<file path="src/tlrb_pkg.sv">
// Shared types and constants for the terminated line receive buffer.
// No dependencies; imported by every module of the block.
package tlrb_pkg;

	// Result kinds
	localparam logic [1:0] KIND_NONE  = 2'd0;
	localparam logic [1:0] KIND_EMPTY = 2'd1;
	localparam logic [1:0] KIND_LINE  = 2'd2;
	localparam logic [1:0] KIND_ECHO  = 2'd3;

	// Configuration register indexes
	localparam logic [1:0] CFG_TERMINATOR = 2'd0;
	localparam logic [1:0] CFG_PRINT_MIN  = 2'd1;
	localparam logic [1:0] CFG_ECHO_MODE  = 2'd2;

	localparam int CFG_IDX_W  = 2;
	localparam int CFG_DATA_W = 8;

	// Input transaction
	typedef struct packed {
		logic       func;
		logic [7:0] rx_byte;
	} tlrb_in_t;

	// Result transaction
	typedef struct packed {
		logic [1:0] kind;
		logic [7:0] out_byte;
		logic       last;
		logic       end_overflow;
	} tlrb_out_t;

	// End-position queue status
	typedef struct packed {
		logic full;
		logic empty;
	} endq_stat_t;

endpackage

</file>
<file path="src/tlrb_ring.sv">
// Line byte ring: 8-bit synchronous memory with the write index.
// Depends on tlrb_pkg (nothing used beyond the common import style).
module tlrb_ring #(
	parameter int RING_DEPTH = 64,
	parameter int AW = $clog2(RING_DEPTH)
) (
	input  logic          clk,
	input  logic          arst_n,
	input  logic          wr_en,
	input  logic [7:0]    wr_data,
	input  logic          rd_en,
	input  logic [AW-1:0] rd_addr,
	output logic [AW-1:0] wr_idx,
	output logic [7:0]    rd_data
);
	import tlrb_pkg::*;

	logic [7:0]    mem [RING_DEPTH];
	logic [AW-1:0] wr_idx_q;
	logic [7:0]    rd_data_q;

	// write index, wraps at the ring depth
	always_ff @(posedge clk or negedge arst_n) begin
		if (!arst_n) begin
			wr_idx_q <= '0;
		end else if (wr_en) begin
			wr_idx_q <= (wr_idx_q == AW'(RING_DEPTH - 1)) ? '0 : wr_idx_q + AW'(1);
		end
	end

	// memory write port and registered read port
	always_ff @(posedge clk) begin
		if (wr_en) begin
			mem[wr_idx_q] <= wr_data;
		end
		if (rd_en) begin
			rd_data_q <= mem[rd_addr];
		end
	end

	assign wr_idx  = wr_idx_q;
	assign rd_data = rd_data_q;

endmodule

</file>
<file path="src/tlrb_endq.sv">
// End-position FIFO: synchronous memory of line end positions with head,
// tail and count. Depends on tlrb_pkg for the status struct.
module tlrb_endq #(
	parameter int END_DEPTH = 16,
	parameter int RAW = 6
) (
	input  logic                 clk,
	input  logic                 arst_n,
	input  logic                 push,
	input  logic [RAW-1:0]       push_pos,
	input  logic                 pop,
	output logic [RAW-1:0]       pop_pos,
	output tlrb_pkg::endq_stat_t stat
);
	import tlrb_pkg::*;

	localparam int EAW = (END_DEPTH > 1) ? $clog2(END_DEPTH) : 1;
	localparam int CW  = $clog2(END_DEPTH + 1);

	logic [RAW-1:0] mem [END_DEPTH];
	logic [EAW-1:0] head_q;
	logic [EAW-1:0] tail_q;
	logic [CW-1:0]  count_q;
	logic [RAW-1:0] pop_pos_q;

	// pointers and fill count; push and pop never coincide
	always_ff @(posedge clk or negedge arst_n) begin
		if (!arst_n) begin
			head_q  <= '0;
			tail_q  <= '0;
			count_q <= '0;
		end else begin
			if (push) begin
				tail_q  <= (tail_q == EAW'(END_DEPTH - 1)) ? '0 : tail_q + EAW'(1);
				count_q <= count_q + CW'(1);
			end
			if (pop) begin
				head_q  <= (head_q == EAW'(END_DEPTH - 1)) ? '0 : head_q + EAW'(1);
				count_q <= count_q - CW'(1);
			end
		end
	end

	// memory: write at tail, registered read at head
	always_ff @(posedge clk) begin
		if (push) begin
			mem[tail_q] <= push_pos;
		end
		if (pop) begin
			pop_pos_q <= mem[head_q];
		end
	end

	assign pop_pos    = pop_pos_q;
	assign stat.full  = (count_q == CW'(END_DEPTH));
	assign stat.empty = (count_q == '0);

	a_no_pop_empty: assert property (@(posedge clk) disable iff (!arst_n)
		pop |-> !stat.empty) else $error("pop from empty end queue");
	a_no_push_full: assert property (@(posedge clk) disable iff (!arst_n)
		push |-> !stat.full) else $error("push into full end queue");
	a_count_step: assert property (@(posedge clk) disable iff (!arst_n)
		push |=> count_q == $past(count_q) + CW'(1)) else $error("count not advanced");

endmodule

</file>
<file path="src/terminated_line_receive_buffer_core.sv">
// Top level of the terminated line receive buffer: configuration registers,
// read index and line sequencer. Depends on tlrb_pkg, tlrb_ring, tlrb_endq.
//
//  channel   handshake           payload              notes
//  input     start && !busy      item   (tlrb_in_t)   one transaction per accept
//  result    strobe              result (tlrb_out_t)  one cycle, cannot stall
//  config    cfg_we              cfg_index, cfg_data  write only, no wait
//
// A received byte is taken without raising busy; its echo or overflow notice
// shows in the cycle after. A line request with no line pending leaves busy
// low. A pending line holds busy while the end-position memory is read, then
// sends one line byte per cycle (an empty line ends after that read), paced by
// the ring's read port. Results lag the internal step by one register. Reset
// clears all indexes and counters at once; no clearing pass is needed.
module terminated_line_receive_buffer_core #(
	parameter int RING_DEPTH = 64,
	parameter int END_DEPTH  = 16
) (
	input  logic                                  clk,
	input  logic                                  arst_n,
	input  logic                                  start,
	output logic                                  busy,
	input  tlrb_pkg::tlrb_in_t                    item,
	output logic                                  strobe,
	output tlrb_pkg::tlrb_out_t                   result,
	input  logic                                  cfg_we,
	input  logic [tlrb_pkg::CFG_IDX_W-1:0]        cfg_index,
	input  logic [tlrb_pkg::CFG_DATA_W-1:0]       cfg_data
);
	import tlrb_pkg::*;

	localparam int AW = $clog2(RING_DEPTH);

	localparam logic [1:0] ST_IDLE = 2'd0;
	localparam logic [1:0] ST_POP  = 2'd1;
	localparam logic [1:0] ST_LINE = 2'd2;

	logic [1:0]    state_q;
	logic [7:0]    term_q;
	logic [7:0]    pmin_q;
	logic          echo_q;
	logic [AW-1:0] rd_idx_q;
	logic          strobe_q;
	tlrb_out_t     result_q;
	logic [AW-1:0] ptr_q;
	logic [AW-1:0] end_q;
	logic          last_s1;

	logic          accept;
	logic          rx_term;
	logic          rx_keep;
	logic          ovf;
	logic          ring_we;
	logic          push;
	logic          pop;
	logic [AW-1:0] wr_idx;
	logic [7:0]    rd_data;
	logic [AW-1:0] epos;
	endq_stat_t    eq_stat;
	logic          rd_en;
	logic [AW-1:0] rd_addr;
	logic [AW-1:0] ptr_next;
	logic          last_next;
	logic          res_vld;
	tlrb_out_t     res_d;
	logic [1:0]    state_d;

	// input decode
	assign accept  = start && !busy;
	assign rx_term = (item.rx_byte == term_q);
	assign rx_keep = !rx_term && (item.rx_byte >= pmin_q);
	assign ovf     = rx_term && eq_stat.full;
	assign ring_we = accept && !item.func && rx_keep;
	assign push    = accept && !item.func && rx_term && !eq_stat.full;
	assign pop     = accept && item.func && !eq_stat.empty;

	tlrb_ring #(.RING_DEPTH(RING_DEPTH), .AW(AW)) u_ring (
		.clk     (clk),
		.arst_n  (arst_n),
		.wr_en   (ring_we),
		.wr_data (item.rx_byte),
		.rd_en   (rd_en),
		.rd_addr (rd_addr),
		.wr_idx  (wr_idx),
		.rd_data (rd_data)
	);

	tlrb_endq #(.END_DEPTH(END_DEPTH), .RAW(AW)) u_endq (
		.clk      (clk),
		.arst_n   (arst_n),
		.push     (push),
		.push_pos (wr_idx),
		.pop      (pop),
		.pop_pos  (epos),
		.stat     (eq_stat)
	);

	// ring read address: line start after the pop, then the running pointer
	assign rd_addr   = (state_q == ST_POP) ? rd_idx_q : ptr_q;
	assign rd_en     = ((state_q == ST_POP) && (epos != rd_idx_q)) ||
	                   ((state_q == ST_LINE) && !last_s1);
	assign ptr_next  = (rd_addr == AW'(RING_DEPTH - 1)) ? '0 : rd_addr + AW'(1);
	assign last_next = (ptr_next == ((state_q == ST_POP) ? epos : end_q));

	// sequencer and result selection
	always_comb begin
		state_d = state_q;
		res_vld = 1'b0;
		res_d   = '{kind: KIND_NONE, out_byte: 8'd0, last: 1'b1, end_overflow: 1'b0};
		case (state_q)
			ST_IDLE: begin
				if (accept && !item.func) begin
					if (echo_q) begin
						res_vld = 1'b1;
						res_d   = '{kind: KIND_ECHO, out_byte: item.rx_byte, last: 1'b1,
						            end_overflow: ovf};
					end else if (ovf) begin
						res_vld            = 1'b1;
						res_d.end_overflow = 1'b1;
					end
				end else if (accept) begin
					if (eq_stat.empty) begin
						res_vld = 1'b1;
					end else begin
						state_d = ST_POP;
					end
				end
			end
			ST_POP: begin
				if (epos == rd_idx_q) begin
					res_vld    = 1'b1;
					res_d.kind = KIND_EMPTY;
					state_d    = ST_IDLE;
				end else begin
					state_d = ST_LINE;
				end
			end
			ST_LINE: begin
				res_vld = 1'b1;
				res_d   = '{kind: KIND_LINE, out_byte: rd_data, last: last_s1,
				            end_overflow: 1'b0};
				if (last_s1) begin
					state_d = ST_IDLE;
				end
			end
			default: begin
				state_d = ST_IDLE;
			end
		endcase
	end

	// control state and configuration
	always_ff @(posedge clk or negedge arst_n) begin
		if (!arst_n) begin
			state_q  <= ST_IDLE;
			strobe_q <= 1'b0;
			rd_idx_q <= '0;
			term_q   <= 8'd10;
			pmin_q   <= 8'd32;
			echo_q   <= 1'b0;
		end else begin
			state_q  <= state_d;
			strobe_q <= res_vld;
			if (state_q == ST_POP) begin
				rd_idx_q <= epos;
			end
			if (cfg_we) begin
				case (cfg_index)
					CFG_TERMINATOR: term_q <= cfg_data;
					CFG_PRINT_MIN:  pmin_q <= cfg_data;
					CFG_ECHO_MODE:  echo_q <= cfg_data[0];
					default: ;
				endcase
			end
		end
	end

	// payload and line pointer registers
	always_ff @(posedge clk) begin
		if (res_vld) begin
			result_q <= res_d;
		end
		if (state_q == ST_POP) begin
			end_q <= epos;
		end
		if (rd_en) begin
			ptr_q   <= ptr_next;
			last_s1 <= last_next;
		end
	end

	assign busy   = (state_q != ST_IDLE);
	assign strobe = strobe_q;
	assign result = result_q;

	a_pop_follows_request: assert property (@(posedge clk) disable iff (!arst_n)
		(state_q == ST_POP) |-> $past(accept && item.func))
		else $error("pop state without line request");
	a_line_bytes_contiguous: assert property (@(posedge clk) disable iff (!arst_n)
		strobe && (result.kind == KIND_LINE) && !result.last |=>
		strobe && (result.kind == KIND_LINE))
		else $error("gap inside line transaction");
	a_single_results_last: assert property (@(posedge clk) disable iff (!arst_n)
		strobe && (result.kind != KIND_LINE) |-> result.last)
		else $error("single result without last");
	a_overflow_kind: assert property (@(posedge clk) disable iff (!arst_n)
		strobe && result.end_overflow |->
		(result.kind == KIND_NONE) || (result.kind == KIND_ECHO))
		else $error("overflow flag on line result");

endmodule

</file>
<file path="config.mk">
export PLATFORM = sky130hd
export DESIGN_NAME = terminated_line_receive_buffer_core
export DESIGN_NICKNAME = d
export VERILOG_FILES = /design/src/tlrb_pkg.sv /design/src/tlrb_ring.sv /design/src/tlrb_endq.sv /design/src/terminated_line_receive_buffer_core.sv
export SDC_FILE = /design/constraint.sdc
export NUM_CORES = 1
export LEC_CHECK = 0
export ABC_AREA = 1
export BUFFER_PORTS_ARGS = -buffer_cell sky130_fd_sc_hd__clkbuf_2
export CAP_MARGIN = 10
export CELL_PAD_IN_SITES_DETAIL_PLACEMENT = 0
export CELL_PAD_IN_SITES_GLOBAL_PLACEMENT = 1
export CORE_AREA = 10 10 256 233
export DETAILED_ROUTE_END_ITERATION = 10
export DIE_AREA = 0 0 266 243
export GPL_ROUTABILITY_DRIVEN = 0
export MAX_ROUTING_LAYER = met4
export PLACE_DENSITY_LB_ADDON = 0.1
export SLEW_MARGIN = 40
export SYNTH_ARGS = -nofsm -noshare
export SYNTH_HDL_FRONTEND = slang
export SYNTH_HIERARCHICAL = 1
export SYNTH_SLANG_ARGS = --single-unit
</file>
<file path="constraint.sdc">
create_clock -name clk -period 8.1 [get_ports clk]
set_input_delay 1.62 -clock clk [delete_from_list [all_inputs] [get_ports clk]]
set_output_delay 1.62 -clock clk [all_outputs]
set_load 0.05 [all_outputs]
</file>
Yosys cells after proc, flatten, opt, wreduce, memory -nomap -nowiden
Memory sizes are Yosys's and may differ from the RTL's. A register that Yosys moved wholly into a read port is not among the register bits. Index checks and enable logic that the tools add are counted.

Memories kept: 2. Input port bits: 23. Register bits: 70. Word-level logic and storage cells: 101. Bits in writable memories: 608. Latch bits: 0. Output and inout bits: 14. ROM bits: 0.

Muxes and demuxes: 31. Order comparisons: 1. Shift operators: 0. Divide/modulo/power cells: 0. Reduce and logical (&&, ||, !) cells: 27. Bitwise operators: 0. Add/sub/neg operators: 6. Equality and inequality tests: 17. $mul: 0.

Memories: u_ring.mem (words 64, width 8, read ports 1, clocked after memory_dff 1, write ports 1, RTL line tlrb_ring.sv:18) `logic [7:0] mem [RING_DEPTH];`; u_endq.mem (words 16, width 6, read ports 1, clocked after memory_dff 1, write ports 1, RTL line tlrb_endq.sv:20) `logic [RAW-1:0] mem [END_DEPTH];`.

Operator list (number): $mux 6 (4); $pmux 10 s2 (1); $add 6x1->6 const B (2); $eq 6x6->1 (2); $eq 6x6->1 const B (2); $mux 1 (12); $mux 12 (1); $pmux 2 s3 (2); $logic_and 1x1->1 (11); $mux 11 (1); $mux 2 (5); $mux 5 (2); $add 4x1->4 const B (2); $eq 4x4->1 const B (2); $eq 8x8->1 (1); $ge 8x8->1 (1); $mux 4 (2); $ne 2x2->1 const B (4); $logic_not 1->1 (6); $ne 6x6->1 (1); $reduce_and 2->1 (3); $add 5x1->5 const B (1); $eq 5x5->1 const B (1); $logic_not 5->1 (1); other kinds (8) (12).

Longest topological paths before layout
Gate-level depths: netlist of the first run.

Depth after elaboration: 8. Gate-level depth with buffers: 16. Depth with buffers taken out: 13.

Cells and area by module
The synthesis of the first run kept the hierarchy.

By module, submodules not included: tlrb_ring (sequential area each 15765.1 µm², instances 1, cells an instance 1849, area an instance 21637.0 µm²); tlrb_endq (sequential area each 3388.2 µm², instances 1, cells an instance 531, area an instance 5205.0 µm²); terminated_line_receive_buffer_core (sequential area each 1345.0 µm², instances 1, cells an instance 311, area an instance 2668.8 µm²).

Worst setup path before layout of the first run
Ideal clock, no wire load.

Path type: input to register. Start point: input item[7] (netlist bit). End point: memory u_ring.mem[63][0] (enable). Buffers on the path: 0. Cell stages on the path: 9. Setup slack: 4.224 ns. Arrival time: 3.481 ns. Setup time: 0.395 ns. Data required time: 7.705 ns. Cell sequence: ha_1 -> nand2_1 -> inv_1 -> nand3_1 -> nor3_1 -> a211oi_1 -> nor2_1 -> inv_1 -> nor4_1.

Word-level cells in the longest chain between the ends: 6. Elaborated cells on any way between the ends: 7. Those cells by class: 1 x order compare; 1 x eq/ne; 2 x mux; 3 x reduce/logical.

Ends and longest elaborated chain: start: declaration (RTL line terminated_line_receive_buffer_core.sv:23) `input tlrb_pkg::tlrb_in_t item,`; branches (longest 2 deep; another with $ge 8x8->1); $logic_and 1x1->1 * (RTL line terminated_line_receive_buffer_core.sv:71) `assign rx_keep = !rx_term && (item.rx_byte >= pmin_q);`; $logic_and 1x1->1 * (RTL line terminated_line_receive_buffer_core.sv:73) `assign ring_we = accept && !item.func && rx_keep;`; net ring_we (RTL line terminated_line_receive_buffer_core.sv:53) `logic ring_we;`; $mux 1 * (RTL line tlrb_ring.sv:33) `if (wr_en) begin`; $mux 1 (not written as such) * (RTL line tlrb_ring.sv:34) `mem[wr_idx_q] <= wr_data;`; end: declaration (RTL line tlrb_ring.sv:18).

Mark *: on every way through the listed nets, which the timed path passes.

Worst setup path in the final report of the first run
Start point: input item[5] (netlist bit). End point: memory u_endq.mem[30][5], in the netlist u_endq/mem[15][5] (enable).

Word-level cells in the longest chain between the ends: 5.

Ends and longest elaborated chain: $eq 8x8->1 (RTL line terminated_line_receive_buffer_core.sv:70) `assign rx_term = (item.rx_byte == term_q);`; $logic_and 1x1->1 (2 in a row) (RTL line terminated_line_receive_buffer_core.sv:74) `assign push = accept && !item.func && rx_term && !eq_stat.full;`; net push (RTL line terminated_line_receive_buffer_core.sv:54) `logic push;`; $mux 1 (RTL line tlrb_endq.sv:46) `if (push) begin`; $mux 1 (not written as such) (RTL line tlrb_endq.sv:47) `mem[tail_q] <= push_pos;`; end: declaration (RTL line tlrb_endq.sv:20).

The timed path passes the listed nets, and every way through them passes these cells.

==> reports/qor.yml, run 1 <==
status:
  status: "complete, no violations"
timing:
  hold_viol_final: 0
  worst_slack_ps: 3390
  fin_skew_ps: 14.5
  fmax_ghz: 0.212
  worstMarginPinSlew_ps: 824
  fin_setup_tns_ps: 0
  period_share: 0.582
  period_minus_slack_ps: 4710
  slew_headroom: 0.451
  setup_viol: 0
  rsz0062_at_grt: "no"
  slew_violations: 0
finish:
  synthToLayoutAreaGrowth_pct: 9.26
  drive_gt1_frac: 0.0732
  nets: 2733
  final_util: 0.596
  nFillCells: 4572
  fin_cells: 3453
min_path:
  hold_path.class: "flip-flop to flip-flop"
detailed_routing:
  vias: 19600
  remaining_drc_errors: 0
  first_pass_iters: 5
  drt-wirelength-per-cell_um: 22.0
  wirelength_um: 75900
  via_per_inst: 5.67
  drtIter0Drc: 2247
  drtAntennaViolNets: 0
global_route:
  grt_pass1_wl_um: 115000
  antenna_found_initial: 0
  grt_max_degree: 140
  grt_pass1_vias: 18700
  grt_usage: 0.242
  grt_overflow: 0
pwr:
  cellLeakagePower_uw: 0.0124
  power_density_nw_per_um2: 341
  ir_drop_uv: 274
floorplanning:
  die_w_um: 266
  die_area_sq_um: 64600
  die_h_um: 243
  ios: 37
  rows: 81
  core-area_sq_um: 54100
  initial_core_util: 0.545
clock_network:
  postCtsHoldBufs: 0
  cts_buffer_depth: 3
  cts_resized: 0
  clkSinkCount: 692
  cts_root_buf: "clkbuf_16"
  cts_buffers: 71
  clkLatencyLatePin_ps: 610
  htreeDepth: 3
  cts_tree: "done"
  post_cts_buffers: 0
  cts.reportedPaths.clkPinSlew_ps: 60
synthesis:
  synth_edf_count: 641
  synth_area_per_cell_sq_um: 11.0
  synth_nets: 2732
  yosysUniqueCellTypes: 41
  ys_ff_latch: 692
  yosysWarnings: 6
  synth_ff_type: "edfxtp_1"
  synth_cells: 2691
  synth_area_sq_um: 29500
  synth-async-reset-ratio: 0.0650
  yosysSeqAreaShare: 0.695
critical_path:
  cp.arrival_ps: 4950
  crit_type: "input port to flip-flop"
  worstSetupEndpointType: "flip-flop"
  critPathMaxFanout: 48
  start_kind: "input port"
  cp.required_ps: 8330
placement:
  pre_cts_slack_ps: 2760
  numPortBuffers: 36
  post-place-cells: 3324
  dp_hpwl_um: 47500
flow_run:
  cap_violations: 0
## flip-flops by register name, indices dropped and copies added (netlist names)
| signal | cells |
|---|---|
| echo_q | 1 |
| end_q | 6 |
| last_s1 | 1 |
| pmin_q | 8 |
| ptr_q | 6 |
| rd_idx_q | 6 |
| result | 12 |
| state_q | 2 |
| strobe | 1 |
| term_q | 8 |
| u_endq/count_q | 5 |
| u_endq/head_q | 4 |
| u_endq/mem | 96 |
| u_endq/pop_pos | 6 |
| u_endq/tail_q | 4 |
| u_ring/mem | 512 |
| u_ring/rd_data | 8 |
| u_ring/wr_idx | 6 |
## logic make-up after synthesis
group	after synthesis	share of synthesized area
flip-flops	692	0.695
adder cells (fa/ha/maj)	18	0.00789
XOR/XNOR	18	0.00534
AO/OA/AOI/OAI	67	0.0132
buffers and inverters	316	0.0529
AND/OR/NAND/NOR	1580	0.226
## layout by cell type, fill, tap and decap left out, types with 22 or more instances in the layout
cell,netlist,layout
nand2_1,920,920
clkbuf_16,0,76
nand3_1,523,523
nor2_1,110,109
edfxtp_1,641,641
clkbuf_2,0,31
dfrtp_1,42,36
o21ai_0,40,39
inv_1,172,171
buf_4,19,22
## worst max-delay path, cell delays in order
cell and delay (ps):
clkbuf_2 440, buf_4 660, xnor2_1 190, nand2_1 70, nor2_1 150, nand3_1 190, nor2_1 660, nand2_1 370
nor2_1 590
## metal layers
layer  routed length (um)  vias to the layer above  global-route usage
met4                 1220                        0              0.0494
met3                 5780                       92              0.0419
met1                34600                     9543               0.351
met2                34300                      769               0.355
li1                     -                     9168                   -
met5                    0                        -                   -
## stage by stage
step                hold slack (ps)  total power, uW  cell area [sq um]
finish                          479            11000              32200
global route                    493            11600              32200
CTS                             476            11000              32200
detailed placement              463             7940              30000
global placement                453             7900              29900
floorplan                       434             6900              29500
## synthesized netlist by cell type, drive strengths merged, types with 2 or more instances
| library cell | instances | area (sq um) |
|---|---|---|
| buf | 120 | 822 |
| a32o | 7 | 70.1 |
| dfrtp | 42 | 1050 |
| nand3b | 3 | 22.5 |
| nand2 | 926 | 3500 |
| nand3 | 524 | 2630 |
| xor2 | 4 | 35.0 |
| nor3 | 4 | 25.0 |
| clkbuf | 16 | 60.1 |
| nor3b | 2 | 15.0 |
| o21ai | 45 | 229 |
| inv | 180 | 678 |
| xnor2 | 14 | 123 |
| or2 | 4 | 25.0 |
| o21bai | 2 | 15.0 |
| edfxtp | 641 | 19200 |
| nand4 | 3 | 18.8 |
| dfxtp | 6 | 120 |
| dfstp | 3 | 78.8 |
| ha | 17 | 213 |
| nor2 | 113 | 437 |
| a21oi | 10 | 50.1 |
## final timing paths
path	from	to	slack (ps)	depth (start not counted)
worst min register to register	end_q[2]$_DFF_P_	end_q[2]$_DFF_P_	480	2
worst max register to register	state_q[0]$_DFFE_PN0P_	u_ring/rd_data[2]$_DFFE_PP_	4210	12
worst min-delay path	end_q[2]$_DFF_P_	end_q[2]$_DFF_P_	480	2
max in group asynchronous	arst_n	u_ring/wr_idx[0]$_DFFE_PN0P_	6460	2
min in group asynchronous	arst_n	pmin_q[6]$_DFFE_PN0P_	1150	2
worst max-delay path	item[5]	u_endq/mem[15][5]$_DFFE_PP_	3390	9
## power by group
part           total [uW]  switching [uW]  internal [uW]
clock network        3090            1320           1770
registers            4400             205           4190
logic                3510            2580            929
total               11000            4110           6890
## layout make-up
cell class	instances	area, sq um	share of cell area
diodes	1	2.50	0.0000776
clock buffers	93	2010	0.0622
clock inverters	35	203	0.00629
inverters	180	687	0.0213
multi-input cells	1683	7500	0.233
flip-flops and latches	692	20500	0.636
well taps	705	882	0.0274
repair buffers	64	454	0.0141
(Power assumes the default switching activity.)
==> inputs of run 2 (changes only) <==
- CORE_AREA: 10 10 256 233 -> 10 10 278 254
- DIE_AREA: 0 0 266 243 -> 0 0 288 264
- clock period: 8.1 -> 4 ns (I/O delays scaled with it)
==> run 2 against run 1 <==
  * Largest cell class unchanged
  * Setup slack got worse by 2600 ps
  * Clock skew rose by 2.0 ps
  * Critical path depth is 1 lower
  * Hold slack worse by 300 ps
  * Final cell count rose by 5.5%
  * Power up 110%
  * Via count up 1.4%
  * Die area increased by 18%
  * Sequential cell count is the same
  * Cell area up 1.8%
  * Combinational power rose by 120%
==> reports/qor.yml, run 2 (synthesis results as in run 1) <==
clock_network:
  htreeDepth: 3
  postCtsHoldBufs: 0
  cts.reportedPaths.clkPinSlew_ps: 60
  cts_buffers: 75
  clkLatencyLatePin_ps: 600
  clkSinkCount: 692
  cts_resized: 0
  cts_tree: "done"
  post_cts_buffers: 0
  cts_buffer_depth: 3
  cts_root_buf: "clkbuf_16"
critical_path:
  worstPathCellList: "nor2_1 > nand2_1 > nor2_4 > nand2_1 > nor2_1 > buf_4 > nand3_1 > nor2_1"
  critPathMaxFanout: 15
  r2r_end: "u_ring/mem[40][4]$_DFFE_PP_"
  slowest_stage: "nor2_1"
  crit_type: "flip-flop to flip-flop"
  cp.depth: 8
  ff2ff_path_depth: 8
  rrSetupSlack_ps: 820
  start_kind: "flip-flop"
  rr_startpoint: "state_q[0]$_DFFE_PN0P_"
  critPathMaxStageDelay_ps: 730
  crit_buf_inv: 1
  crit_path_frequent_cell: "nor2_1"
  worstSetupEndpointType: "flip-flop"
  path_delay_family: "simple AND/OR/NAND/NOR gates"
  cp.arrival_ps: 3410
  cp.required_ps: 4230
detailed_routing:
  first_pass_iters: 6
  vias: 19800
  drtIter0Drc: 1927
  via_per_inst: 5.45
  drtAntennaViolNets: 0
  wirelength_um: 84200
  drt-wirelength-per-cell_um: 23.1
  remaining_drc_errors: 0
finish:
  synthToLayoutAreaGrowth_pct: 11.2
  final_util: 0.506
  fin_cells: 3642
  final_area_sq_um: 32800
  final_common_cell: "nand2_1"
  nets: 2763
  drive_gt1_frac: 0.0806
  most-common-layout-cells: "nand2_1 (920), edfxtp_1 (641), nand3_1 (523), inv_1 (171), nor2_1 (110)"
  largest_register_ffs: 512
  antenna_cells: 0
  largest-register: "u_ring/mem"
  nFillCells: 5847
timing:
  fin_skew_ps: 16.5
  period_minus_slack_ps: 3180
  setup_viol: 0
  fmax_ghz: 0.315
  rsz0062_at_grt: "no"
  slew_violations: 0
  worstMarginPinSlew_ps: 854
  fin_setup_tns_ps: 0
  hold_viol_final: 0
  slew_headroom: 0.431
  period_share: 0.795
global_route:
  grt_pass1_wl_um: 125000
  grt_pass1_vias: 19300
  grt_usage: 0.225
  grt_max_degree: 156
  antenna_found_initial: 1
  grt_overflow: 0
floorplanning:
  die_area_sq_um: 76000
  rows: 89
  initial_core_util: 0.455
  die_w_um: 288
  core-area_sq_um: 64800
  ios: 37
  die_h_um: 264
pwr:
  cellLeakagePower_uw: 0.0126
  ir_drop_uv: 768
  power_density_nw_per_um2: 702
status:
  status: "complete, no violations"
flow_run:
  cap_violations: 0
placement:
  post-place-cells: 3509
  dp_hpwl_um: 54000
  numPortBuffers: 36
  placed_cell_area_sq_um: 30500
min_path:
  hold_path.class: "input port to async pin"
run 2: worst max-delay path by stage:
stage                                 from                           to  slack (ps)
global placement                   item[7]  u_ring/mem[40][5]$_DFFE_PP_         550
global route        state_q[0]$_DFFE_PN0P_  u_ring/mem[40][4]$_DFFE_PP_         620
detailed placement                 item[7]  u_ring/mem[40][4]$_DFFE_PP_         520
CTS                 state_q[0]$_DFFE_PN0P_  u_ring/mem[40][4]$_DFFE_PP_         880
floorplan                          item[7]  u_ring/mem[63][0]$_DFFE_PP_         940
finish              state_q[0]$_DFFE_PN0P_  u_ring/mem[40][4]$_DFFE_PP_         820
run 2: metrics by stage:
stage                     total power [uW]  setup slack (ps)  hold slack, ps
after floorplan                      14000               944             434
after global placement               16400               553             454
after detailed placement             16500               516             462
after CTS                            23100               884             155
after global routing                 24200               615             162
final                                23000               822             180
run 2: where the power goes:
group          leakage, uW  switching, uW  internal (uW)  total, uW
Sequential         0.00636            263           8490       8750
Combinational      0.00507           5630           1990       7620
Clock              0.00116           2720           3940       6660
run 2: layout make-up:
class / count / area [sq um] / share of cell area
multi-input cells: 1683 / 7490 / 0.228
flip-flops and latches: 692 / 20500 / 0.625
repair buffers: 90 / 708 / 0.0216
clock inverters: 29 / 211 / 0.00644
clock buffers: 104 / 2150 / 0.0656
inverters: 180 / 684 / 0.0209
well taps: 864 / 1080 / 0.0329
run 2: layer usage:
layer	vias to the layer above	GRT usage	share of wire
li1	9229	-	-
met1	9814	0.322	0.47
met2	680	0.336	0.46
met3	125	0.0294	0.056
met4	0	0.0549	0.022
met5	-	-	0
==> inputs of run 3 (changes only) <==
- CORE_AREA: 10 10 278 254 -> 10 10 265 242
- DIE_AREA: 0 0 288 264 -> 0 0 275 252
- clock period: 4 -> 3 ns (I/O delays scaled with it)
==> run 3 against run 2 <==
  * Critical path depth increased by 5
  * Final cell count grew 0.88%
  * Sequential power up 33%
  * Sequential share of layout area is 1.4 points lower
  * Utilization up 7.1 points
  * Sequential cell count is the same
==> reports/qor.yml, run 3 (synthesis results as in run 1) <==
global_route:
  grt_use_met3: 0.0362
  grt_pass1_vias: 19500
  antenna_found_initial: 3
  grtUsageMet2: 0.351
  grtUsageMet1: 0.339
  top_usage_layer: "met2"
  grt_overflow: 0
  grt_usage: 0.235
  grt_max_degree: 72
  grt_pass1_wl_um: 120000
finish:
  most-common-layout-cells: "nand2_1 (920), edfxtp_1 (641), nand3_1 (523), inv_1 (171), buf_4 (156)"
  final_common_cell: "nand2_1"
  largest-register: "u_ring/mem"
  final_area_sq_um: 33600
  antenna_cells: 0
  nets: 2882
  largest_register_ffs: 512
  drive_gt1_frac: 0.116
  nFillCells: 4945
  synthToLayoutAreaGrowth_pct: 13.9
critical_path:
  critPathMaxFanout: 62
  crit_type: "flip-flop to flip-flop"
  worstSetupEndpointType: "flip-flop"
  start_kind: "flip-flop"
  path_delay_family: "simple AND/OR/NAND/NOR gates"
  cp.required_ps: 3450
  critPathMaxStageDelay_ps: 560
  crit_path_frequent_cell: "nand2_1"
  crit_buf_inv: 2
  slowest_stage: "dfrtp_1"
  worstPathCellList: "nand2_4 > nand2_1 > nand2_8 > inv_8 > buf_12 > nand2_1 > nand3_1 > nand3_1 > nand2_1 > nand2_1 > nand3_1 > nand3_1 > nand2_1"
  cp.arrival_ps: 3280
floorplanning:
  initial_core_util: 0.507
  core-area_sq_um: 58200
  ios: 37
  die_area_sq_um: 69300
  rows: 84
  die_h_um: 252
  die_w_um: 275
detailed_routing:
  vias: 20200
  drtAntennaViolNets: 0
  drt-wirelength-per-cell_um: 21.5
  drtIter0Drc: 2313
  remaining_drc_errors: 0
  first_pass_iters: 6
  via_per_inst: 5.49
  wirelength_um: 79000
pwr:
  ir_drop_uv: 488
  power_density_nw_per_um2: 905
  p_clk_frac: 0.281
  cellLeakagePower_uw: 0.0132
  power.total_uw: 30400
  p_int_uw: 19100
  power_frac_comb: 0.339
  power.switching_uw: 11300
  switching_share: 0.371
  p_seq_frac: 0.381
placement:
  numPortBuffers: 36
  placed_cell_area_sq_um: 31300
  dp_hpwl_um: 51800
clock_network:
  cts_buffer_depth: 3
  clkSinkCount: 692
  post_cts_buffers: 0
  htreeDepth: 3
  clkLatencyLatePin_ps: 610
  cts_resized: 0
  cts_buffers: 74
  cts_tree: "done"
  cts_root_buf: "clkbuf_16"
  postCtsHoldBufs: 0
  cts.reportedPaths.clkPinSlew_ps: 60
timing:
  fin_setup_tns_ps: 0
  setup_viol: 0
  fmax_ghz: 0.353
  rsz0062_at_grt: "no"
  period_minus_slack_ps: 2830
  hold_viol_final: 0
  slew_headroom: 0.489
  worstMarginPinSlew_ps: 766
  fin_skew_ps: 15.5
  slew_violations: 0
  period_share: 0.943
status:
  status: "complete, no violations"
min_path:
  hold_path.class: "input port to async pin"
flow_run:
  cap_violations: 0
run 3: worst register-to-register path, delay by kind of cell (launching register included):
kind | cells | cell delay [ps]
and+or+nand+nor | 11 | 1520
DFF | 1 | 560
buffers and inverters | 2 | 580
run 3: per-stage QoR:
stage | setup slack, ps | util | hold WS, ps | cells
after detailed placement | 100 | 0.538 | 454 | 3539
after floorplan | 144 | - | 304 | 2691
after CTS | 186 | 0.577 | 47.8 | 3674
final | 170 | 0.577 | 58.0 | 3674
after global placement | 106 | 0.538 | 452 | 3538
after global routing | 41.2 | 0.577 | 68.6 | 3674
run 3: per-layer routing:
layer,up-vias,share of wire
li1,9447,-
met1,9904,0.46
met2,741,0.45
met3,96,0.071
met4,0,0.018
met5,-,0
run 3: power groups by stage:
stage	logic [uW]	registers (uW)	clock network (uW)
after floorplan	6660	12000	0
after global placement	10200	11800	0
after detailed placement	10200	11800	0
after CTS	10200	11600	8690
after global routing	11300	11600	9100
final	10300	11600	8540
run 3: final cells by class:
type	instances	area, sq um	area share
sequential	692	20500	0.610
multi-input combinational	1683	7480	0.223
clock buffer	107	2100	0.0625
timing repair buffer	210	1700	0.0507
tap	774	968	0.0288
inverter	180	686	0.0204
clock inverter	28	160	0.00477
run 3: worst paths after layout:
check                                            start                     endpoint  slack, ps  cells past startpoint
worst max-delay path            state_q[0]$_DFFE_PN0P_  u_ring/rd_data[4]$_DFFE_PP_        170                     13
worst min-delay path                            arst_n           echo_q$_DFFE_PN0P_         60                      1
worst max register to register  state_q[0]$_DFFE_PN0P_  u_ring/rd_data[4]$_DFFE_PP_        170                     13
worst min register to register        end_q[0]$_DFF_P_             end_q[0]$_DFF_P_        470                      2
max in group asynchronous                       arst_n             strobe$_DFF_PN0_       2320                      2
min in group clk                           cfg_data[3]        term_q[3]$_DFFE_PN1P_        230                      3
